$ cat src/hdl/ptsp_pkg.sv
// Shared types, constants and the bit-plane gather function for the
// planar tile and sprite packer. No dependencies.
package ptsp_pkg;

   localparam logic [1:0] LAYOUT_8X8       = 2'd0;
   localparam logic [1:0] LAYOUT_16_TILE   = 2'd1;
   localparam logic [1:0] LAYOUT_16_SPRITE = 2'd2;
   localparam logic [1:0] LAYOUT_INVALID   = 2'd3;

   localparam logic FORMAT_CHUNKY = 1'b0;
   localparam logic FORMAT_PACKED = 1'b1;

   localparam logic [1:0] REG_LAYOUT        = 2'd0;
   localparam logic [1:0] REG_SOURCE_FORMAT = 2'd1;

   localparam int PLANES  = 4;
   localparam int SLOTS   = 2 * PLANES;
   localparam int WORDS   = 16;
   localparam int QUEUE_DEPTH_DEFAULT = 2;

   localparam logic [3:0] LAST_WORD_8X8  = 4'd3;
   localparam logic [3:0] LAST_WORD_16   = 4'd15;
   localparam logic [3:0] LAST_ROW_8X8   = 4'd7;
   localparam logic [3:0] LAST_ROW_16    = 4'd15;

   // One classified pixel row: up to eight plane bytes with their byte
   // positions in the 128-byte tile buffer, plus tile control flags.
   typedef struct packed {
      logic [SLOTS-1:0][7:0] data;
      logic [SLOTS-1:0][6:0] byte_idx;
      logic [SLOTS-1:0]      wr_en;
      logic                  clear;
      logic                  done;
      logic                  short_tile;
      logic                  err;
   } ptsp_row_type;

   // Gathers bit p of each of eight pixels; bit j comes from the pixel
   // j places from the right edge.
   function automatic logic [7:0] plane_byte(input logic [63:0] px, input int p,
                                             input logic packed_src);
      logic [7:0] r;
      r = '0;
      for (int j = 0; j < 8; j++) begin
         r[j] = packed_src ? px[4*j + p] : px[8*j + p];
      end
      return r;
   endfunction

endpackage

$ cat src/hdl/ptsp_queue.sv
// Short FIFO of classified rows between the front and back ends.
// Depends on ptsp_pkg.
module ptsp_queue #(
   parameter int DEPTH = ptsp_pkg::QUEUE_DEPTH_DEFAULT
) (
   input  logic                  clock,
   input  logic                  reset,
   input  logic                  push,
   input  ptsp_pkg::ptsp_row_type push_entry,
   input  logic                  pop,
   output ptsp_pkg::ptsp_row_type head,
   output logic                  full,
   output logic                  empty
);
   import ptsp_pkg::*;

   localparam int PTR_W = (DEPTH > 1) ? $clog2(DEPTH) : 1;
   localparam int CNT_W = $clog2(DEPTH + 1);

   ptsp_row_type entries_ff [DEPTH];
   logic [PTR_W-1:0] wr_ptr_ff, wr_ptr_in, rd_ptr_ff, rd_ptr_in;
   logic [CNT_W-1:0] count_ff, count_in;

   assign full  = (count_ff == CNT_W'(DEPTH));
   assign empty = (count_ff == '0);
   assign head  = entries_ff[rd_ptr_ff];

   always_comb begin
      wr_ptr_in = wr_ptr_ff;
      rd_ptr_in = rd_ptr_ff;
      count_in  = count_ff;
      if (push) begin
         wr_ptr_in = (wr_ptr_ff == PTR_W'(DEPTH - 1)) ? '0 : wr_ptr_ff + 1'b1;
      end
      if (pop) begin
         rd_ptr_in = (rd_ptr_ff == PTR_W'(DEPTH - 1)) ? '0 : rd_ptr_ff + 1'b1;
      end
      if (push && !pop) begin
         count_in = count_ff + 1'b1;
      end else if (pop && !push) begin
         count_in = count_ff - 1'b1;
      end
   end

   always_ff @(posedge clock) begin
      if (reset) begin
         wr_ptr_ff <= '0;
         rd_ptr_ff <= '0;
         count_ff  <= '0;
      end else begin
         wr_ptr_ff <= wr_ptr_in;
         rd_ptr_ff <= rd_ptr_in;
         count_ff  <= count_in;
      end
   end

   always_ff @(posedge clock) begin
      if (push) begin
         entries_ff[wr_ptr_ff] <= push_entry;
      end
   end

   a_no_overflow: assert property (@(posedge clock) disable iff (reset)
      full |-> !push)
      else $error("row queue written while full");

   a_no_underflow: assert property (@(posedge clock) disable iff (reset)
      empty |-> !pop)
      else $error("row queue read while empty");

   a_count_bound: assert property (@(posedge clock) disable iff (reset)
      count_ff <= CNT_W'(DEPTH))
      else $error("row queue occupancy out of range");

endmodule

$ cat config.mk
export PLATFORM = sky130hd
export DESIGN_NAME = ptsp_queue
export DESIGN_NICKNAME = d
export VERILOG_FILES = /design/src/hdl/ptsp_pkg.sv /design/src/hdl/ptsp_queue.sv
export SDC_FILE = /design/constraint.sdc
export NUM_CORES = 1
export LEC_CHECK = 0
export BUFFER_PORTS_ARGS = -buffer_cell sky130_fd_sc_hd__buf_2
export CORE_MARGIN = 3
export CORE_UTILIZATION = 35
export CTS_BUF_LIST = sky130_fd_sc_hd__clkbuf_2 sky130_fd_sc_hd__clkbuf_4 sky130_fd_sc_hd__clkbuf_8
export CTS_CLUSTER_DIAMETER = 150
export DETAILED_ROUTE_END_ITERATION = 12
export GPL_TIMING_DRIVEN = 0
export HOLD_SLACK_MARGIN = 0.12
export PLACE_DENSITY = 0.69
export SLEW_MARGIN = 20
export SYNTH_ARGS = -nofsm -noshare
export SYNTH_HDL_FRONTEND = slang
export SYNTH_SLANG_ARGS = --single-unit
$ cat constraint.sdc
create_clock -name clock -period 19.4 [get_ports clock]
set_clock_uncertainty 0.2 [all_clocks]
set_input_delay 0 -clock clock [delete_from_list [all_inputs] [get_ports clock]]
set_output_delay 0 -clock clock [all_outputs]
set_load 0.05 [all_outputs]
==> out/qor.yml, run 1 <==
status: "did not finish"
lastStage: "clock tree synthesis (4_1_cts)"
firstError: "[ERROR RSZ-0060] Max buffer count reached."
numPortBuffers: 269
numCtsBuffers: 46
clockBufferDepth: 3
pre_cts_slack_ns: 17.17
ys_ff_latch: 269
cts_setup_buffers: 0
cts_resized: 0
synth_compound_area_share_pct: 0.0995
die_w_um: 176
die_h_um: 176
synthCells: 433
yosysUniqueCellTypes: 17
synth_xor_area_share_pct: 0.348
clock-root-buffer: "clkbuf_8"
synth_top_family_by_area: "multiplexers"
synth_fa_ha_area_share_pct: 0.124
dp_hpwl_mm: 13.7
ctsHoldBuffers: 234
synthSimpleGateAreaFrac_pct: 0.435
synth_area_um2: 10100
fp-row-count: 61
syn_area_per_cell_um2: 23.2
synthMuxAreaShare_pct: 17.8
clock-sinks: 269
io_pins: 270
start_util_pct: 35.8
gp_congestion: 0.692
synth_nets: 570
ys_warn_count: 0
ys_seq_area_share_pct: 79.8
h-tree-depth: 2
[cells in the mapped netlist, drive strengths merged]
master	instances	area (µm²)
inv	1	3.75
nor2b	2	12.5
xor2	2	17.5
or3	1	6.26
dfxtp	5	100
edfxtp	264	7930
nor2	5	18.8
o21ai	1	5.00
and2	1	6.26
ha	1	12.5
xnor2	2	17.5
a21oi	1	5.00
mux2	132	1790
buf	15	141
[metrics by stage]
step	util, %	instance area (µm²)	instances	hold slack, ns
2_1_floorplan	-	10100	433	-0.131
3_3_place_gp	42.3	11900	1080	-0.0131
3_5_place_dp	43.1	12100	1088	-0.00925
[kinds of logic after synthesis]
kind of cell	count (synthesis)
multiplexers	132
adder cells (fa/ha/maj)	1
buffers and inverters	16
flip-flops	269
AND/OR/NAND/NOR	9
XOR/XNOR	4
AO/OA/AOI/OAI	2
==> inputs of run 2 (changes only) <==
CORE_UTILIZATION = 20   (was 35)
CTS_BUF_LIST = default   (was sky130_fd_sc_hd__clkbuf_2 sky130_fd_sc_hd__clkbuf_4 sky130_fd_sc_hd__clkbuf_8)
CTS_CLUSTER_DIAMETER = default   (was 150)
HOLD_SLACK_MARGIN = default   (was 0.12)
PLACE_DENSITY = default   (was 0.69)
PLACE_DENSITY_LB_ADDON = 0.15   (was default)
==> run 2 against run 1 <==
The run now ends clean. Area after synthesis did not move. Synthesized cell count did not move.
==> out/qor.yml, run 2 <==
clock_latency_ns: 0.51
fin_nets: 1133
utilization_pct: 32.5
cts_resized: 0  # unchanged
area.growth.synth_to_final_pct: 59.5
drv_slew: 0
wl_mm: 24.9
postSynth.asyncResetShare_pct: 0  # unchanged
layout_common_cells: "buf_2, edfxtp_1, dlygate4sd3_1"
synth_most_common_cell: "edfxtp_1"
coreArea_um2: 49400
clockBufferDepth: 3  # unchanged
power_leakage_nw: 6.19
fin_ws_ns: 17.19
dp_hpwl_mm: 16.5  # +20%
clock-sinks: 269  # unchanged
ir_worst_vdd_v: 0.0000562
nFillCells: 4905
drc: 0
ys_seq_area_share_pct: 79.8  # unchanged
ys_top_cells_by_count: "edfxtp_1, mux2_4, mux2_2"
start_util_pct: 20.4  # -15 points
worstMarginPinSlew_ns: 0.597
dieArea_um2: 53000
slowest_stage: "nor2b_4"
gp_congestion: 0.654  # -5.4%
whs_ns: 0.0401
firstDrtPassIters: 4
largest_reg_flops: 264
fin_area_um2: 16000
crit_path_frequent_cell: "buf_12"
r2r_start: "wr_ptr_ff"
drive_above_1_share_pct: 46.8
slowest_delay_ns: 0.51
grt_overflow: 0
r2r_cells: 5
dpl_cell_area_um2: 12500  # +3.3%
min_path_cells: 2
io_pins: 270  # unchanged
synthCells: 433  # unchanged
grt_pass1_vias: 6631
ys.flop_type: "edfxtp_1"
r2r_end: "entries_ff[0][93]"
synth_top_area_cell: "edfxtp_1"
vias_per_cell: 3.58
min-delay-start: "push_entry[99]"
wl_per_cell_um: 14.8
finalCritPeriodShare_pct: 11.4
synth_edf_count: 264  # unchanged
cp_max_fo: 21
worstSetupPathType: "reg -> reg"
antenna_found_initial: 4
yosysUniqueCellTypes: 17  # unchanged
hold_violations: 0
status: "completed"
grt_max_degree: 37
reg2reg_slack_ns: 17.19
final_common_cell: "buf_2"
ctsHoldBuffers: 246  # +5.1%
fmax_ghz: 0.452
ys_ff_latch: 269  # unchanged
top_register: "entries_ff"
synth.top_cell.area_share_pct: 78.8  # unchanged
drt_iter0_markers: 172
globalRouteTotalUtil_pct: 9.40
crit_family: "buffers and inverters"
top_regs: "entries_ff x264, count_ff x2"
setup-violations-final: 0
grt_pass1_wl_mm: 38.1
clk_pin_slew_worst_paths_ns: 0.05
cts_tree: "yes"
h-tree-depth: 2  # unchanged
min_path_type: "in -> reg"
numCtsBuffers: 35  # -24%
synth_area_um2: 10100  # unchanged
ys_warn_count: 0  # unchanged
clock-root-buffer: "clkbuf_16"
detail-route-antenna-nets: 0
drv_cap: 0
via_count: 6028
required_ns: 19.42
period_needed_ns: 2.21
die_w_um: 230  # +31%
holdPathEnd: "entries_ff[0][99]"
cts_setup_buffers: 0  # unchanged
path_cells: "nor2b_4 > buf_16 > buf_12 > buf_12 > buf_12"
worstPathArrival_ns: 2.23
synth.area.top_cells: "edfxtp_1, mux2_4, mux2_2"
pre_cts_slack_ns: 17.12  # -0.0470 ns
relSlewSlack_pct: 60.1
rsz0062_at_grt: "false"
syn_area_per_cell_um2: 23.2  # unchanged
path_buf_inv: 4
die_h_um: 230  # +31%
fp-row-count: 81  # +33%
numPortBuffers: 269  # unchanged
synth_nets: 570  # unchanged
finalSetupTns_ns: 0
worst_setup_path_end_kind: "flop"
startpoint_type: "flop"
p_per_area_nw_per_um2: 99.6
-- run 2: cell counts after synthesis --
Identical to the previous run, type by type.
-- run 2: cell type report --
type / instances / area (µm²) / share of cell area, %
Clock inverter: 15 / 123 / 0.764
Buffer: 15 / 141 / 0.881
Multi-Input combinational cell: 148 / 1900 / 11.8
Tap cell: 664 / 831 / 5.18
Sequential cell: 269 / 8030 / 50.0
Inverter: 1 / 3.75 / 0.0234
Timing Repair Buffer: 526 / 4060 / 25.3
Clock buffer: 45 / 956 / 5.96
Antenna cell: 3 / 7.51 / 0.0468
-- run 2: worst max-delay path by stage --
stage          depth (start not counted)            endpoint       from  slack [ns]
4_1_cts                                5   entries_ff[0][73]  wr_ptr_ff       17.10
2_1_floorplan                          1    entries_ff[0][0]  wr_ptr_ff       12.40
6_report                               5   entries_ff[0][93]  wr_ptr_ff       17.19
3_5_place_dp                           5   entries_ff[0][11]  wr_ptr_ff       17.12
3_3_place_gp                           1  entries_ff[0][102]  wr_ptr_ff        7.04
5_1_grt                                5   entries_ff[0][93]  wr_ptr_ff       17.05
-- run 2: cell families after synthesis --
| group | synth area share (%) |
|---|---|
| buf+inv | 1.44 |
| xor+xnor | 0.348 |
| mux | 17.8 |
| simple gates | 0.435 |
| flops | 79.8 |
| compound gates | 0.0994 |
| fa+ha+maj | 0.124 |
-- run 2: power by group --
group / leakage, nW / total (W) / internal [W] / switching [W]
clock network: 0.531 / 0.000608 / 0.000372 / 0.000236
registers: 2.52 / 0.000686 / 0.000678 / 0.00000764
logic: 3.13 / 0.000304 / 0.000118 / 0.000187
total: 6.19 / 0.00160 / 0.00117 / 0.000430
-- run 2: through the flow --
step	cells	total power [W]
floorplan	433	0.000895
global placement	1366	0.000972
detailed placement	1377	0.000970
CTS	1683	0.00164
global route	1684	0.00168
finish	1686	0.00160
-- run 2: routing by layer --
metal / vias to the layer above / track usage, % / routed length, µm
li1: 2860 / - / -
met1: 2960 / 11.0 / 10300
met2: 162 / 15.7 / 12000
met3: 44 / 3.88 / 1970
met4: 2 / 3.14 / 614
met5: - / 0 / 13
(Power assumes the default switching activity.)
==> inputs of run 3 (changes only) <==
clock period = 1.8 ns   (was 19.4 ns; I/O delays follow)
==> run 3 against run 2 <==
The run now ends with negative setup slack left. Global-route usage increased by 0.29 points. Final cell count grew 1.1%. Sequential share of layout area down 3.7 points. Worst setup slack got worse by 17 ns. Critical path depth unchanged. Die area did not move. Core utilization grew 2.6 points. First-iteration DRC count down 7.6%. Non-clock buffer count increased by 20. Register-to-register slack worse by 17 ns. Critical path type is now reg -> out. Largest cell class unchanged. Largest power group unchanged.
==> out/qor.yml, run 3 (synthesis results as in run 2) <==
largest_reg_flops: 264  # unchanged
p_seq_share_pct: 40.7  # -2.2 points
drv_cap: 0  # unchanged
die_w_um: 230  # unchanged
drive_above_1_share_pct: 47.6  # +0.79 points
gp_congestion: 0.652  # -0.32%
numCtsBuffers: 34  # -2.9%
drc: 0  # unchanged
coreArea_um2: 49400  # unchanged
utilization_pct: 35.2  # +2.6 points
power_frac_comb_pct: 21.9  # +2.9 points
io_pins: 270  # unchanged
top_regs: "entries_ff x264, count_ff x2"
power_w: 0.0182  # +1000%
slowest_stage: "dfxtp_4"
die_h_um: 230  # unchanged
finalNonFillerCells: 1705  # +1.1%
rsz0062_at_grt: "true"
grt_max_degree: 44  # +19%
grt_pass1_wl_mm: 39.3  # +3.1%
finalCritPeriodShare_pct: 112
area.growth.synth_to_final_pct: 72.5
status: "complete, but fails checks"
worstPathArrival_ns: 1.82  # -0.41 ns
vias_per_cell: 3.59  # +0.49%
ir_worst_vdd_v: 0.000604  # +980%
clock-sinks: 269  # unchanged
worst_setup_path_end_kind: "output pin"
fin_nets: 1152  # +1.7%
grt_pass1_vias: 6773  # +2.1%
clock-root-buffer: "clkbuf_16"
clock_latency_ns: 0.52  # about the same
wl_per_cell_um: 15.1  # +1.8%
setup-violations-final: 132  # +132
required_ns: 1.60  # -17.82 ns
sw_frac_of_total_pct: 26.0  # -0.91 points
fin_ws_ns: -0.219  # -17.41 ns
worstSetupPathType: "reg -> out"
dp_hpwl_mm: 16.1  # -2.4%
worstMarginPinSlew_ns: 0.270  # -0.327 ns
internal_power_w: 0.0135  # +1100%
fp-row-count: 81  # unchanged
grt_overflow: 0  # unchanged
path_cells: "buf_12 > buf_12 > clkbuf_16 > mux2_4 > buf_6"
crit_path_frequent_cell: "buf_12"
period_needed_ns: 2.02
start_util_pct: 20.4  # unchanged
numPortBuffers: 269  # unchanged
clkPwrFrac_pct: 37.5  # -0.5 points
multi_input_area_um2: 1910  # +0.40%
drv_slew: 0  # unchanged
hold_violations: 0  # unchanged
via_count: 6126  # +1.6%
violations: "negative setup slack"
nFillCells: 4780  # -2.5%
globalRouteTotalUtil_pct: 9.70  # +0.29 points
clk_pin_slew_worst_paths_ns: 0.06  # about the same
slowest_delay_ns: 0.39  # -0.12 ns
startpoint_type: "flop"
r2r_start: "wr_ptr_ff"
antenna_found_initial: 1  # -3
layout_common_cells: "edfxtp_1, dlygate4sd3_1, buf_2"
clockBufferDepth: 3  # unchanged
power_leakage_nw: 6.68  # +8.0%
drt_iter0_markers: 159  # -7.6%
p_per_area_nw_per_um2: 1050  # +950%
wl_mm: 25.7  # +3.0%
pre_cts_slack_ns: -0.331  # -17.45 ns
h-tree-depth: 2  # unchanged
relSlewSlack_pct: 82.0  # +22 points
cp_max_fo: 5  # -76%
min-delay-start: "push_entry[89]"
top_register: "entries_ff"
p_sw_w: 0.00473  # +1000%
firstDrtPassIters: 4  # unchanged
detail-route-antenna-nets: 0  # unchanged
fmax_ghz: 0.495
min_path_type: "in -> reg"
cts_tree: "yes"
final_common_cell: "edfxtp_1"
dp_cells: 1376  # -0.073%
regArea_um2: 8030  # about the same
dieArea_um2: 53000  # unchanged
run 3: changes by cell type in the layout (fill, tap and decap cells not counted), moves of 6 or more:
cell / change
buf_2: -137
buf_6: +84
buf_4: +37
buf_12: +15
buf_8: +10
buf_16: +6
run 3: worst paths after layout:
check                           slack (ns)                 to  cells after the start
worst min register to register        0.32          rd_ptr_ff                      2
worst max register to register        0.09  entries_ff[0][33]                      4
worst min-delay path                  0.04  entries_ff[1][89]                      2
worst max-delay path                 -0.22           head[67]                      5
run 3: cell type report:
cell class                 count  share of cell area [%]
clock inverter                13                   0.923
buffer                        13                    1.47
tap                          664                    4.79
sequential                   269                    46.3
antenna                        1                  0.0144
inverter                       1                  0.0216
clock buffer                  48                    5.57
multi-input combinational    148                    11.0
timing repair buffer         548                    29.9
run 3: what timing repair did:
item,4_1_cts,5_1_grt
endpoints found under the setup margin,258,133
pin swaps,1,0
hold endpoints to repair,352,2
hold buffers,248,1
gates resized for setup,285,13
setup buffers,11,2
cloned,6,3
run 3: routing by layer:
| metal | up-vias | share of wire [%] | track usage [%] |
|---|---|---|---|
| met5 | - | 0 | 0 |
| met4 | 0 | 2.3 | 3.25 |
| met3 | 50 | 7.4 | 3.72 |
| met2 | 166 | 50 | 16.4 |
| met1 | 3008 | 40 | 11.3 |
| li1 | 2902 | - | - |
run 3: worst max-delay path: cells and delay by family (launching register included):
family   cells  cell delay, ns
buf+inv      4            0.59
flops        1            0.39
mux          1            0.30
run 3: through the flow:
| stage | setup TNS, ns | instance area, µm² | hold slack (ns) |
|---|---|---|---|
| 4_1_cts | -39.47 | 17300 | 0.000487 |
| 3_3_place_gp | -669.56 | 12200 | -0.0107 |
| 6_report | -20.25 | 17400 | 0.0383 |
| 3_5_place_dp | -17.70 | 12500 | -0.00895 |
| 5_1_grt | -32.49 | 17400 | 0.0221 |
| 2_1_floorplan | -256.57 | 10100 | -0.135 |
run 3: power by group through the flow:
stage	Sequential, W	Clock, W	Combinational, W
final	0.00740	0.00682	0.00398
after global routing	0.00743	0.00740	0.00420
after CTS	0.00740	0.00716	0.00403
after detailed placement	0.00753	0	0.00291
after global placement	0.00756	0	0.00283
after floorplan	0.00753	0	0.00208
