===== src/hdl/ptsp_pkg.sv =====
// Shared types, constants and the bit-plane gather function for the
// planar tile and sprite packer. No dependencies.
package ptsp_pkg;

   localparam logic [1:0] LAYOUT_8X8       = 2'd0;
   localparam logic [1:0] LAYOUT_16_TILE   = 2'd1;
   localparam logic [1:0] LAYOUT_16_SPRITE = 2'd2;
   localparam logic [1:0] LAYOUT_INVALID   = 2'd3;

   localparam logic FORMAT_CHUNKY = 1'b0;
   localparam logic FORMAT_PACKED = 1'b1;

   localparam logic [1:0] REG_LAYOUT        = 2'd0;
   localparam logic [1:0] REG_SOURCE_FORMAT = 2'd1;

   localparam int PLANES  = 4;
   localparam int SLOTS   = 2 * PLANES;
   localparam int WORDS   = 16;
   localparam int QUEUE_DEPTH_DEFAULT = 2;

   localparam logic [3:0] LAST_WORD_8X8  = 4'd3;
   localparam logic [3:0] LAST_WORD_16   = 4'd15;
   localparam logic [3:0] LAST_ROW_8X8   = 4'd7;
   localparam logic [3:0] LAST_ROW_16    = 4'd15;

   // One classified pixel row: up to eight plane bytes with their byte
   // positions in the 128-byte tile buffer, plus tile control flags.
   typedef struct packed {
      logic [SLOTS-1:0][7:0] data;
      logic [SLOTS-1:0][6:0] byte_idx;
      logic [SLOTS-1:0]      wr_en;
      logic                  clear;
      logic                  done;
      logic                  short_tile;
      logic                  err;
   } ptsp_row_type;

   // Gathers bit p of each of eight pixels; bit j comes from the pixel
   // j places from the right edge.
   function automatic logic [7:0] plane_byte(input logic [63:0] px, input int p,
                                             input logic packed_src);
      logic [7:0] r;
      r = '0;
      for (int j = 0; j < 8; j++) begin
         r[j] = packed_src ? px[4*j + p] : px[8*j + p];
      end
      return r;
   endfunction

endpackage


===== src/hdl/ptsp_channels.sv =====
// Handshake channel interfaces of the planar tile and sprite packer:
// pixel row requests, packed word responses and register writes. No dependencies.
interface ptsp_req_if;
   logic        valid;
   logic        ready;
   logic [63:0] left_pixels;
   logic [63:0] right_pixels;
   modport source (output valid, output left_pixels, output right_pixels, input ready);
   modport sink   (input valid, input left_pixels, input right_pixels, output ready);
endinterface


interface ptsp_csr_if;
   logic       valid;
   logic       ready;
   logic [1:0] index;
   logic [1:0] data;
   modport source (output valid, output index, output data, input ready);
   modport sink   (input valid, input index, input data, output ready);
endinterface


===== src/hdl/ptsp_front.sv =====
// Front end: configuration registers, row counter and per-row classification
// into buffer byte writes. Depends on ptsp_pkg and ptsp_channels.
module ptsp_front (
   input  logic                  clock,
   input  logic                  reset,
   ptsp_req_if.sink              req_chan,
   ptsp_csr_if.sink              csr_chan,
   input  logic                  queue_full,
   output logic                  push,
   output ptsp_pkg::ptsp_row_type entry
);
   import ptsp_pkg::*;

   logic [1:0] layout_ff, layout_in;
   logic       format_ff, format_in;
   logic [3:0] row_count_ff, row_count_in;

   logic [PLANES-1:0][7:0] lplane, rplane;
   logic [6:0] base;
   logic       err;

   assign csr_chan.ready = 1'b1;
   assign req_chan.ready = !queue_full;
   assign push = req_chan.valid && !queue_full;

   always_comb begin
      layout_in = layout_ff;
      format_in = format_ff;
      if (csr_chan.valid) begin
         case (csr_chan.index)
            REG_LAYOUT:        layout_in = csr_chan.data;
            REG_SOURCE_FORMAT: format_in = csr_chan.data[0];
            default: ;
         endcase
      end
   end

   always_comb begin
      for (int p = 0; p < PLANES; p++) begin
         lplane[p] = plane_byte(req_chan.left_pixels, p, format_ff);
         rplane[p] = plane_byte(req_chan.right_pixels, p, format_ff);
      end
   end

   always_comb begin
      err = (layout_ff == LAYOUT_INVALID) ||
            (layout_ff == LAYOUT_16_TILE && format_ff == FORMAT_PACKED);
      entry = '0;
      base = '0;
      case (layout_ff)
         LAYOUT_8X8: begin
            base = {3'b000, row_count_ff[2:0], 1'b0};
            for (int p = 0; p < PLANES; p++) begin
               entry.byte_idx[p] = base + 7'(p % 2) + 7'(16 * (p / 2));
               entry.data[p]     = lplane[p];
               entry.wr_en[p]    = 1'b1;
            end
         end
         LAYOUT_16_TILE: begin
            // Rows 8 to 15 fall in the bottom blocks, 64 bytes further on.
            base = row_count_ff[3] ? {2'b00, row_count_ff, 1'b0} + 7'd48
                                   : {2'b00, row_count_ff, 1'b0};
            for (int p = 0; p < PLANES; p++) begin
               entry.byte_idx[p]          = base + 7'(p % 2) + 7'(16 * (p / 2));
               entry.data[p]              = lplane[p];
               entry.wr_en[p]             = 1'b1;
               entry.byte_idx[p + PLANES] = base + 7'd32 + 7'(p % 2) + 7'(16 * (p / 2));
               entry.data[p + PLANES]     = rplane[p];
               entry.wr_en[p + PLANES]    = 1'b1;
            end
         end
         LAYOUT_16_SPRITE: begin
            base = {2'b00, row_count_ff, 1'b0};
            for (int p = 0; p < PLANES; p++) begin
               entry.byte_idx[p]          = base + 7'(32 * p);
               entry.data[p]              = rplane[p];
               entry.wr_en[p]             = 1'b1;
               entry.byte_idx[p + PLANES] = base + 7'd1 + 7'(32 * p);
               entry.data[p + PLANES]     = lplane[p];
               entry.wr_en[p + PLANES]    = 1'b1;
            end
         end
         default: ;
      endcase
      if (err) begin
         entry.wr_en = '0;
      end
      entry.err        = err;
      entry.clear      = (row_count_ff == 4'd0);
      entry.short_tile = (layout_ff == LAYOUT_8X8);
      entry.done       = (layout_ff == LAYOUT_8X8) ? (row_count_ff >= LAST_ROW_8X8)
                                                   : (row_count_ff == LAST_ROW_16);
   end

   always_comb begin
      row_count_in = row_count_ff;
      if (push) begin
         row_count_in = entry.done ? 4'd0 : row_count_ff + 4'd1;
      end
   end

   always_ff @(posedge clock) begin
      if (reset) begin
         layout_ff    <= LAYOUT_8X8;
         format_ff    <= FORMAT_CHUNKY;
         row_count_ff <= '0;
      end else begin
         layout_ff    <= layout_in;
         format_ff    <= format_in;
         row_count_ff <= row_count_in;
      end
   end

   a_done_restarts: assert property (@(posedge clock) disable iff (reset)
      push && entry.done |=> row_count_ff == 4'd0)
      else $error("row counter did not restart after the last row of a tile");

   a_row_advances: assert property (@(posedge clock) disable iff (reset)
      push && !entry.done |=> row_count_ff == $past(row_count_ff) + 4'd1)
      else $error("row counter did not advance on an accepted row");

   a_err_no_write: assert property (@(posedge clock) disable iff (reset)
      entry.err |-> entry.wr_en == '0)
      else $error("unsupported format combination still writes the buffer");

endmodule


===== src/flat_wrapper.sv =====
// flat-port wrapper written by rule: the top's interface ports become plain ports
module ptsp_front_flat import ptsp_pkg::*;
  (clock, reset, queue_full, push, entry, req_chan_valid, req_chan_left_pixels, req_chan_right_pixels, req_chan_ready, csr_chan_valid, csr_chan_index, csr_chan_data, csr_chan_ready);
  ptsp_req_if req_chan_i ();
  ptsp_csr_if csr_chan_i ();
  input  logic clock;
  input  logic reset;
  input  logic queue_full;
  output logic push;
  output ptsp_pkg::ptsp_row_type entry;
  input wire logic [$bits(req_chan_i.valid)-1:0] req_chan_valid;
  input wire logic [$bits(req_chan_i.left_pixels)-1:0] req_chan_left_pixels;
  input wire logic [$bits(req_chan_i.right_pixels)-1:0] req_chan_right_pixels;
  output wire logic [$bits(req_chan_i.ready)-1:0] req_chan_ready;
  input wire logic [$bits(csr_chan_i.valid)-1:0] csr_chan_valid;
  input wire logic [$bits(csr_chan_i.index)-1:0] csr_chan_index;
  input wire logic [$bits(csr_chan_i.data)-1:0] csr_chan_data;
  output wire logic [$bits(csr_chan_i.ready)-1:0] csr_chan_ready;
  assign req_chan_i.valid = req_chan_valid;
  assign req_chan_i.left_pixels = req_chan_left_pixels;
  assign req_chan_i.right_pixels = req_chan_right_pixels;
  assign req_chan_ready = req_chan_i.ready;
  assign csr_chan_i.valid = csr_chan_valid;
  assign csr_chan_i.index = csr_chan_index;
  assign csr_chan_i.data = csr_chan_data;
  assign csr_chan_ready = csr_chan_i.ready;
  ptsp_front u_core (.clock(clock), .reset(reset), .req_chan(req_chan_i), .csr_chan(csr_chan_i), .queue_full(queue_full), .push(push), .entry(entry));
endmodule

===== config.mk =====
export PLATFORM = sky130hd
export DESIGN_NAME = ptsp_front_flat
export DESIGN_NICKNAME = d
export VERILOG_FILES = /design/src/hdl/ptsp_pkg.sv /design/src/hdl/ptsp_channels.sv /design/src/hdl/ptsp_front.sv /design/src/flat_wrapper.sv
export SDC_FILE = /design/constraint.sdc
export NUM_CORES = 1
export LEC_CHECK = 0
export BUFFER_PORTS_ARGS = -buffer_cell sky130_fd_sc_hd__buf_4
export CAP_MARGIN = 30
export CORE_AREA = 2 2 105 107
export DETAILED_ROUTE_END_ITERATION = 6
export DIE_AREA = 0 0 107 109
export GPL_TIMING_DRIVEN = 1
export HOLD_SLACK_MARGIN = 0.08
export MAX_ROUTING_LAYER = met4
export PLACE_DENSITY_LB_ADDON = 0.3
export SLEW_MARGIN = 20
export SYNTH_ARGS = -nofsm -noshare
export SYNTH_HDL_FRONTEND = slang
export SYNTH_SLANG_ARGS = --single-unit

===== constraint.sdc =====
create_clock -name clock -period 4.45 [get_ports clock]
set_clock_uncertainty 0.05 [all_clocks]
set_input_delay 0.445 -clock clock [delete_from_list [all_inputs] [get_ports clock]]
set_output_delay 0.445 -clock clock [all_outputs]
set_load 0.005 [all_outputs]

Yosys cells after proc, flatten, opt, wreduce, memory -nomap -nowiden. Cells that the tools add are included.

Equal/unequal tests: 5. $lt $le $gt $ge: 1. Reductions and logical operators: 12. Add/sub/neg operators: 19. Multiplexer cells: 66.

Operators by type and width (count): $pmux W32 S2 (2); $pmux W28 S3 (1); $mux W1 (57); $pmux W28 S2 (1); $add A7 B5 Y7 const B (5); $add A5 B6 Y7 const B (2); $add A7 B1 Y7 const B (2); $add A7 B6 Y7 const B (2); $add A7 B7 Y7 const B (2); $mux W4 (3); $mux W8 (1); $add A5 B7 Y7 const B (1); $add A6 B6 Y7 const B (1); $mux W7 (1); $add A4 B5 Y6 const B (1); $add A5 B1 Y6 const B (1); $add A4 B1 Y5 const B (1); $add A4 B1 Y4 const B (1); $eq A2 B1 Y1 const B (2); $eq A2 B2 Y1 const B (2); $eq A4 B4 Y1 const B (1); $ge A4 B3 Y1 const B (1); $logic_not A2 Y1 (2); $logic_not A4 Y1 (1); other kinds (6) (9).

Register bits after elaboration: 7. Output and inout port bits: 135.

Logic depth before layout (Yosys ltp). Gate-level depths: netlist of run 1.

Word-level depth: 6. Depth in mapped cells: 9.

Worst setup path before layout of run 1. OpenSTA, ideal clock, no wires.

Path kind: register to output. From: register u_core.layout_ff[0]. To: output entry[49] (netlist name). Required time: 3.955 ns. Cell stages (with the launch flop): 7. Data arrival time: 1.752 ns. Slack: 2.203 ns. Cells stage by stage: dfxtp_1 -> inv_1 -> ha_1 -> inv_1 -> clkbuf_1 -> a211oi_1 -> buf_4.

RTL lines: start, declared (line ptsp_front.sv:14) `logic [1:0] layout_ff, layout_in;`; start signal, assigned (line ptsp_front.sv:108) `layout_ff <= layout_in;`; end, declared (line flat_wrapper.sv:10) `output ptsp_pkg::ptsp_row_type entry;`.

==> results.toml, run 1 <==
[global_route]
gr-total-overflow = 0
grt_antenna_before_repair = 0
grt_pass1_vias = 2849
grt_pass1_wl_mm = 14.8
grt_use_total_pct = 16.1
grt_max_degree = 26

[floorplanning]
start_util_pct = 23.1
die_area_sq_mm = 0.0117
die_w_um = 107
num_io_pins = 272
die-height_um = 109
rows = 38
core_sq_mm = 0.0106

[cells_and_area]
syn_to_final_growth_pct = 62.7
fillers = 1102
num_antenna_cells = 0
nNetsFinal = 659
final_cells = 650
final_layout_size_suffix_gt1_share_pct = 54.5

[sta]
drv_slew = 0
finalSetupTns_ns = 0
clock.fmax_ghz = 0.329
hold_viol = 0
setup_viol = 0
rsz0062_at_grt = "false"
relSlewSlack_pct = 47.4
worst_pin_slew_ns = 0.788
min_period_ns = 3.04
fin_crit_sh_pct = 68.4

[routing]
ant_nets = 0
drt_iter0_markers = 198
finalWirelength_mm = 10.1
vias = 3061
wl_per_cell_um = 15.6
drt-pass1-iter-count = 4
drcViolationCount = 0
routed_via_density = 4.71

[worst_setup_path]
path_common_cell = "inv_1"
cpMaxStageDelayCell = "or2_1"
start_kind = "register"
cpLargestDelayFamily = "simple AND/OR/NAND/NOR gates"
worstPathCellList = "inv_1 -> ha_1 -> nor2_1 -> or2_1 -> inv_1 -> a22o_1 -> buf_4"
cp.required_ns = 3.95
critPathKind = "reg -> out"
critPathArrivalTime_ns = 2.55
crit_path_end_kind = "output pin"
cp_max_fo = 16
worst-path-buf-inv = 3
max_stage_delay_ns = 0.54

[clock_network]
clk_latency_ns = 0.23
cts_buffers = 3
clk_pin_slew_ns = 0.04
clk_path_buf_depth = 2
cts.sinks = 7
cts_max_level = 1
cts_tree = "done"
cts_setup_buffers = 0
ctsResizeCount = 0
cts_hold_buf = 0
cts_root_buf = "clkbuf_8"

[status]
status = "completed"

[power_and_ir_drop]
p_total_w = 0.000454
leakagePower_nw = 1.92
ir_drop_mv = 0.0810
p_per_area_mw_per_mm2 = 114

[logic_synthesis]
syn_avg_cell_area_sq_um = 7.38
synth_edf_count = 0
synthArstFlopShare_pct = 0
syn_inst = 332
synth_area_sq_mm = 0.00245
ys_ff_latch = 7
synthFlopType = "dfxtp_1"
synth_cell_types = 43
yosysWarningCount = 0
yosysSeqAreaShare_pct = 5.72

[place]
place_hpwl_mm = 8.11
placed_cells = 645
routabilityCongestion = 0.767
numPortBuffers = 234

[worst_hold_path]
hold_class = "in -> reg"

[flow_run]
max_cap_violations = 0
per-stage QoR:
| stage | hold WS, ns | utilization [%] | area (sq um) | worst slack (ns) |
|---|---|---|---|---|
| detailed placement | 0.482 | 37.1 | 3930 | 1.64 |
| global placement | 0.482 | 36.9 | 3910 | 1.69 |
| CTS | 0.377 | 37.5 | 3980 | 1.37 |
| finish | 0.378 | 37.6 | 3990 | 1.41 |
| floorplan | 0.435 | - | 2460 | 2.20 |
| global route | 0.377 | 37.6 | 3990 | 1.18 |
cell families after synthesis:
group	Yosys count	share of synthesized area, %
and+or+nand+nor	101	19.9
buffers and inverters	84	23.3
AOI/OAI and AO/OA	68	19.6
muxes	59	25.5
adders and majority gates	11	5.62
DFF	7	5.72
other	2	0.307
cells in the mapped netlist, types with 2 or more instances:
cell type / count / share of area [%]
clkbuf_1: 7 / 1.1
mux2_2: 28 / 13
nand3_1: 4 / 0.82
a22o_1: 4 / 1.4
nor3b_1: 2 / 0.61
nand2b_1: 16 / 4.1
o32ai_1: 2 / 0.72
and2_1: 5 / 1.3
o22ai_1: 27 / 6.9
buf_6: 9 / 4.1
a21oi_1: 4 / 0.82
o21ai_0: 2 / 0.41
a32o_1: 2 / 0.82
o2111ai_1: 3 / 1.1
conb_1: 2 / 0.31
and3_1: 2 / 0.51
nor3_1: 4 / 0.82
buf_2: 6 / 1.2
dfxtp_1: 7 / 5.7
a22oi_1: 16 / 4.9
buf_4: 48 / 15
ha_1: 11 / 5.6
nand2_1: 33 / 5.1
inv_1: 13 / 2.0
mux2i_1: 31 / 13
nor2_1: 27 / 4.1
cell type report:
type / instances / area, sq um / area share, %
multi-input combinational: 244 / 1750 / 43.9
tap: 140 / 175 / 4.40
sequential: 7 / 141 / 3.55
inverter: 14 / 52.6 / 1.32
timing repair buffer: 241 / 1820 / 45.7
clock buffer: 4 / 45.0 / 1.13
placed cells by master, fill, tap and decap left out, types with 3 or more instances in the layout:
| master | count |
|---|---|
| o22ai_1 | 27 |
| ha_1 | 11 |
| inv_1 | 13 |
| nor3_1 | 4 |
| a22o_1 | 4 |
| a21oi_1 | 4 |
| nor2_1 | 27 |
| nand3_1 | 4 |
| conb_1 | 5 |
| buf_4 | 239 |
| dfxtp_1 | 6 |
| mux2i_1 | 31 |
| nand2_1 | 33 |
| mux2_2 | 28 |
| o2111ai_1 | 3 |
| clkbuf_8 | 3 |
| and2_1 | 5 |
| nand2b_1 | 16 |
| a22oi_1 | 16 |
routing by layer:
metal  vias up  share of wire [%]  GRT usage, %  wire, um
li1       1476                  -             -         -
met1      1428                 40          19.3      4100
met2       151                 51          29.2      5180
met3         6                7.9          2.33       799
met4         0               0.51          2.60        52
met5         -                  0             -         0
sequential cells by signal, indices dropped and copies added (netlist names):
name	count
u_core.layout_ff	2
u_core.format_ff	1
u_core.row_count_ff	4
worst paths after layout:
kind                                               to                                 from  cells after the start  slack [ns]
setup / recovery                            entry[76]     u_core.layout_ff[0]$_SDFFE_PP0P_                      7        1.41
setup reg to reg  u_core.row_count_ff[2]$_SDFFE_PP0P_     u_core.layout_ff[0]$_SDFFE_PP0P_                      5        2.60
hold reg to reg   u_core.row_count_ff[0]$_SDFFE_PP0P_  u_core.row_count_ff[0]$_SDFFE_PP0P_                      2        0.50
hold / removal    u_core.row_count_ff[0]$_SDFFE_PP0P_                                reset                      2        0.38
where the power goes:
part,switching (W),internal [W],total (W)
Clock,0.0000284,0.0000620,0.0000905
Sequential,0.00000489,0.0000651,0.0000700
Combinational,0.000124,0.000170,0.000293
Total,0.000157,0.000297,0.000454
Power figures use the tool's default switching activity.
==> inputs of run 2 (changes only) <==
==> constraint.sdc (replaced) <==
create_clock -name clock -period 2.5 [get_ports clock]
set_clock_uncertainty 0.05 [all_clocks]
set_input_delay 0.25 -clock clock [delete_from_list [all_inputs] [get_ports clock]]
set_output_delay 0.25 -clock clock [all_outputs]
set_load 0.005 [all_outputs]
==> run 2 against run 1 <==
  * Final cell count up 1.1%
  * Total power up 79%
  * Sequential power up 77%
  * Combinational power up 81%
  * Utilization up 0.54 points
  * Worst setup slack worse by 1.3 ns
  * Die area unchanged
  * Register-to-register slack worse by 1.9 ns
  * Routed wire length up 1.7%
  * Sequential share of layout area down 0.051 points
  * Critical endpoint is now entry[74]
==> results.toml, run 2 (synthesis results as in run 1) <==
[worst_setup_path]
crit_path_end_kind = "output pin"
cp_max_fo = 15
start_kind = "register"
r2r_setup_slack_ns = 0.72
cp.required_ns = 2.20
critPathKind = "reg -> out"
critPathArrivalTime_ns = 2.05

[global_route]
grt_use_total_pct = 16.0
grt-busiest-layer = "met2"
use_met3_pct = 2.51
grtUsageMet2_pct = 29.6
use_met1_pct = 19.5
grt_max_degree = 34
gr-total-overflow = 0
grt_pass1_wl_mm = 14.8
grt_antenna_before_repair = 0
grt_pass1_vias = 2874

[power_and_ir_drop]
p_per_area_mw_per_mm2 = 200
sw_frac_of_total_pct = 34.1
seqPwrFrac_pct = 15.3
leakagePower_nw = 1.96
pwr-share-clk_pct = 19.2
switchingPower_w = 0.000276
ir_drop_mv = 0.334
p_comb_share_pct = 65.5
p_int_w = 0.000534

[status]
status = "completed"

[sta]
min_period_ns = 2.35
rsz0062_at_grt = "false"
whs_ns = 0.199
setup_viol = 0
relSlewSlack_pct = 61.4
worst_pin_slew_ns = 0.580
hold_viol = 0
fin_crit_sh_pct = 94.0
clock.fmax_ghz = 0.426
drv_slew = 0
finalSetupTns_ns = 0

[cells_and_area]
syn_to_final_growth_pct = 65.1
final_layout_size_suffix_gt1_share_pct = 55.3
largest_register_ffs = 4
layout_common_cells = "247 x buf_4, 33 x nand2_1, 31 x mux2i_1"
layout_commonest_cell = "buf_4"
nNetsFinal = 666
final_area_sq_mm = 0.00404
fillers = 1128
num_antenna_cells = 0
reg.largest.list = "u_core.row_count_ff: 4 flops, u_core.layout_ff: 2 flops, u_core.format_ff: 1 flops"
register_area_sq_um = 141
multi_input_area_sq_mm = 0.00175
regMostFlops = "u_core.row_count_ff"

[floorplanning]
start_util_pct = 23.1
num_io_pins = 272
die_area_sq_mm = 0.0117
die-height_um = 109
die_w_um = 107
rows = 38
core_sq_mm = 0.0106

[flow_run]
max_cap_violations = 0

[clock_network]
clk_pin_slew_ns = 0.04
clk_path_buf_depth = 2
cts.sinks = 7
cts_buffers = 3
cts_tree = "done"
cts_max_level = 1
cts_root_buf = "clkbuf_8"
cts_setup_buffers = 0
clk_latency_ns = 0.22

[place]
routabilityCongestion = 0.849
postPlaceCellArea_sq_mm = 0.00399
numPortBuffers = 234
place_hpwl_mm = 8.39

[routing]
drt_iter0_markers = 170
drt-pass1-iter-count = 4
drcViolationCount = 0
ant_nets = 0
finalWirelength_mm = 10.3
wl_per_cell_um = 15.7
vias = 3055
routed_via_density = 4.65

[worst_hold_path]
hold_class = "in -> reg"
## run 2: final cells by class
cell class / count / area share (%)
clock buffers: 4 / 1.11
repair buffers: 248 / 46.4
multi-input cells: 244 / 43.4
well taps: 140 / 4.33
inverters: 14 / 1.30
flip-flops and latches: 7 / 3.50
## run 2: repair_timing
| item | 4_1_cts | 5_1_grt |
|---|---|---|
| hold buffers | 0 | 0 |
| setup endpoints to repair | 0 | 4 |
| resized for setup | 0 | 1 |
## run 2: through the flow
step           cells  setup WS [ns]  utilization (%)  power [W]
2_1_floorplan    335          0.448                -   0.000374
3_3_place_gp     653          0.396             37.7   0.000653
3_5_place_dp     653          0.339             37.7   0.000659
4_1_cts          657         0.0967             38.1   0.000819
5_1_grt          657         0.0187             38.1   0.000869
6_report         657          0.151             38.1   0.000810
## run 2: path summary, 6_finish.rpt
check,from,to,cells past startpoint
max reg2reg,u_core.layout_ff[0]$_SDFFE_PP0P_,u_core.row_count_ff[2]$_SDFFE_PP0P_,5
min,reset,u_core.format_ff$_SDFFE_PP0P_,2
max,u_core.layout_ff[0]$_SDFFE_PP0P_,entry[74],7
min reg2reg,u_core.row_count_ff[3]$_SDFFE_PP0P_,u_core.row_count_ff[3]$_SDFFE_PP0P_,2
## run 2: layer usage
layer	part of all wire [%]	vias to the layer above	wire, um
li1	-	1497	-
met1	42	1417	4310
met5	0	-	0
met3	7.1	2	733
met4	0.029	0	3
met2	51	139	5260
## run 2: worst max-delay path, cell delays in order, from the launching register on
cell     delay (ns)
dfxtp_1        0.37
inv_1          0.15
ha_1           0.34
nor2_1         0.08
or2_1          0.23
buf_4          0.20
o22ai_1        0.27
buf_4          0.17
## run 2: power by group through the flow
| stage | combinational (W) | sequential (W) | clock (W) |
|---|---|---|---|
| 3_3_place_gp | 0.000527 | 0.000125 | 0 |
| 2_1_floorplan | 0.000253 | 0.000121 | 0 |
| 5_1_grt | 0.000575 | 0.000125 | 0.000170 |
| 4_1_cts | 0.000535 | 0.000124 | 0.000161 |
| 3_5_place_dp | 0.000533 | 0.000125 | 0 |
| 6_report | 0.000531 | 0.000124 | 0.000156 |
==> inputs of run 3 (changes only) <==
--- a/config.mk
+++ b/config.mk
@@ -7,9 +7,9 @@
 export LEC_CHECK = 0
 export BUFFER_PORTS_ARGS = -buffer_cell sky130_fd_sc_hd__buf_4
 export CAP_MARGIN = 30
-export CORE_AREA = 2 2 105 107
+export CORE_AREA = 3 3 106 108
 export DETAILED_ROUTE_END_ITERATION = 6
-export DIE_AREA = 0 0 107 109
+export DIE_AREA = 0 0 109 111
 export GPL_TIMING_DRIVEN = 1
 export HOLD_SLACK_MARGIN = 0.08
 export MAX_ROUTING_LAYER = met4
==> run 3 against run 2 <==
  * Non-clock buffer count decreased by 1
  * Worst hold slack got worse by 0.016 ns
  * Sequential cell count unchanged
  * Largest cell class unchanged
  * Die area increased by 3.7%
==> results.toml, run 3 (synthesis results as in run 1) <==
[cells_and_area]
num_antenna_cells = 0
syn_to_final_growth_pct = 65.1
fin_util_pct = 39.2
regMostFlops = "u_core.row_count_ff"
reg.largest.list = "u_core.row_count_ff: 4 flops, u_core.layout_ff: 2 flops, u_core.format_ff: 1 flops"
nNetsFinal = 665
largest_register_ffs = 4
fillers = 1091
final_layout_size_suffix_gt1_share_pct = 55.8
layout_commonest_cell = "buf_4"
layout_common_cells = "246 x buf_4, 32 x nand2_1, 31 x mux2i_1"

[routing]
drt_iter0_markers = 244
routed_via_density = 4.73
wl_per_cell_um = 16.8
finalWirelength_mm = 11.0
vias = 3087
ant_nets = 0
drcViolationCount = 0
drt-pass1-iter-count = 4

[flow_run]
max_cap_violations = 0

[global_route]
grt_pass1_wl_mm = 16.4
grt_max_degree = 31
grt_use_total_pct = 17.1
gr-total-overflow = 0
grt_antenna_before_repair = 0
grt_pass1_vias = 3145

[sta]
worst_pin_slew_ns = 0.582
setup_viol = 0
rsz0062_at_grt = "false"
finalWorstSetupSlack_ns = 0.183
clock.fmax_ghz = 0.432
hold_viol = 0
drv_slew = 0
min_period_ns = 2.32
fin_crit_sh_pct = 92.7
relSlewSlack_pct = 61.2
finalSetupTns_ns = 0

[power_and_ir_drop]
p_int_w = 0.000535
pwr-share-clk_pct = 19.2
sw_frac_of_total_pct = 33.9
leakagePower_nw = 1.96
switchingPower_w = 0.000275
p_comb_share_pct = 65.9
seqPwrFrac_pct = 14.9
ir_drop_mv = 0.150
p_per_area_mw_per_mm2 = 200

[floorplanning]
core_sq_mm = 0.0103
die_w_um = 109
die-height_um = 111
start_util_pct = 23.7
rows = 37
die_area_sq_mm = 0.0121
num_io_pins = 272

[worst_setup_path]
worstPathCellList = "inv_1 -> ha_1 -> nor2_1 -> or2_1 -> buf_4 -> o22ai_1 -> buf_4"
r2r-start = "u_core.layout_ff[0]$_SDFFE_PP0P_"
r2r_setup_slack_ns = 0.69
crit_start = "u_core.layout_ff[1]$_SDFFE_PP0P_"
cp_max_fo = 15
max_stage_delay_ns = 0.42
cpMaxStageDelayCell = "ha_1"
crit_path_end_kind = "output pin"
path_common_cell = "buf_4"
critPathKind = "reg -> out"
start_kind = "register"
cp.required_ns = 2.20
critPathArrivalTime_ns = 2.02

[clock_network]
ctsResizeCount = 0
cts_root_buf = "clkbuf_8"
cts_tree = "done"
clk_path_buf_depth = 2
clk_latency_ns = 0.22
cts_max_level = 1
cts.sinks = 7
clk_pin_slew_ns = 0.04
cts_buffers = 3
cts_setup_buffers = 0
cts_hold_buf = 0

[place]
numPortBuffers = 234
post-place-ws_ns = 0.344
routabilityCongestion = 0.891
place_hpwl_mm = 9.14

[worst_hold_path]
hold_class = "in -> reg"
hold_start = "reset"

[status]
status = "completed"
run 3: cell types whose count changed in the layout (fill, tap and decap cells not counted), sizes merged:
cell  change
buf       -1
run 3: metrics by stage:
stage	cells	instance area, sq um	power, W	hold slack [ns]
finish	652	4040	0.000810	0.182
global route	652	4040	0.000872	0.189
CTS	652	4030	0.000819	0.178
detailed placement	648	3980	0.000659	0.416
global placement	648	3980	0.000651	0.418
floorplan	335	2460	0.000374	0.269
run 3: final cells by class:
type                            count  area, sq um  area share (%)
Timing Repair Buffer              247         1870            46.2
Multi-Input combinational cell    244         1770            43.7
Tap cell                          136          170            4.21
Sequential cell                     7          141            3.50
Inverter                           14         52.6            1.30
Clock buffer                        4         45.0            1.11
run 3: path summary, 6_finish.rpt:
| kind | cells after the start | to |
|---|---|---|
| worst max register to register | 5 | u_core.row_count_ff[2]$_SDFFE_PP0P_ |
| worst min register to register | 2 | u_core.row_count_ff[3]$_SDFFE_PP0P_ |
| worst max-delay path | 7 | entry[85] |
| worst min-delay path | 2 | u_core.format_ff$_SDFFE_PP0P_ |
run 3: power by group through the flow:
| stage | combinational, W | clock [W] | sequential, W |
|---|---|---|---|
| after global routing | 0.000584 | 0.000167 | 0.000122 |
| after global placement | 0.000529 | 0 | 0.000123 |
| final | 0.000533 | 0.000155 | 0.000121 |
| after detailed placement | 0.000536 | 0 | 0.000123 |
| after CTS | 0.000538 | 0.000160 | 0.000121 |
| after floorplan | 0.000253 | 0 | 0.000121 |
run 3: per-layer routing:
metal	GRT usage, %	wire, um	vias up
li1	-	-	1497
met3	1.81	787	16
met4	4.80	231	0
met2	31.0	5670	142
met5	-	0	-
met1	19.6	4260	1432
run 3: critical path: cells and delay by family, from the launching register on:
family,cells,cell delay (ns)
AOI/OAI and AO/OA,1,0.19
adders and majority gates,1,0.42
buffers and inverters,3,0.49
DFF,1,0.36
and+or+nand+nor,2,0.32
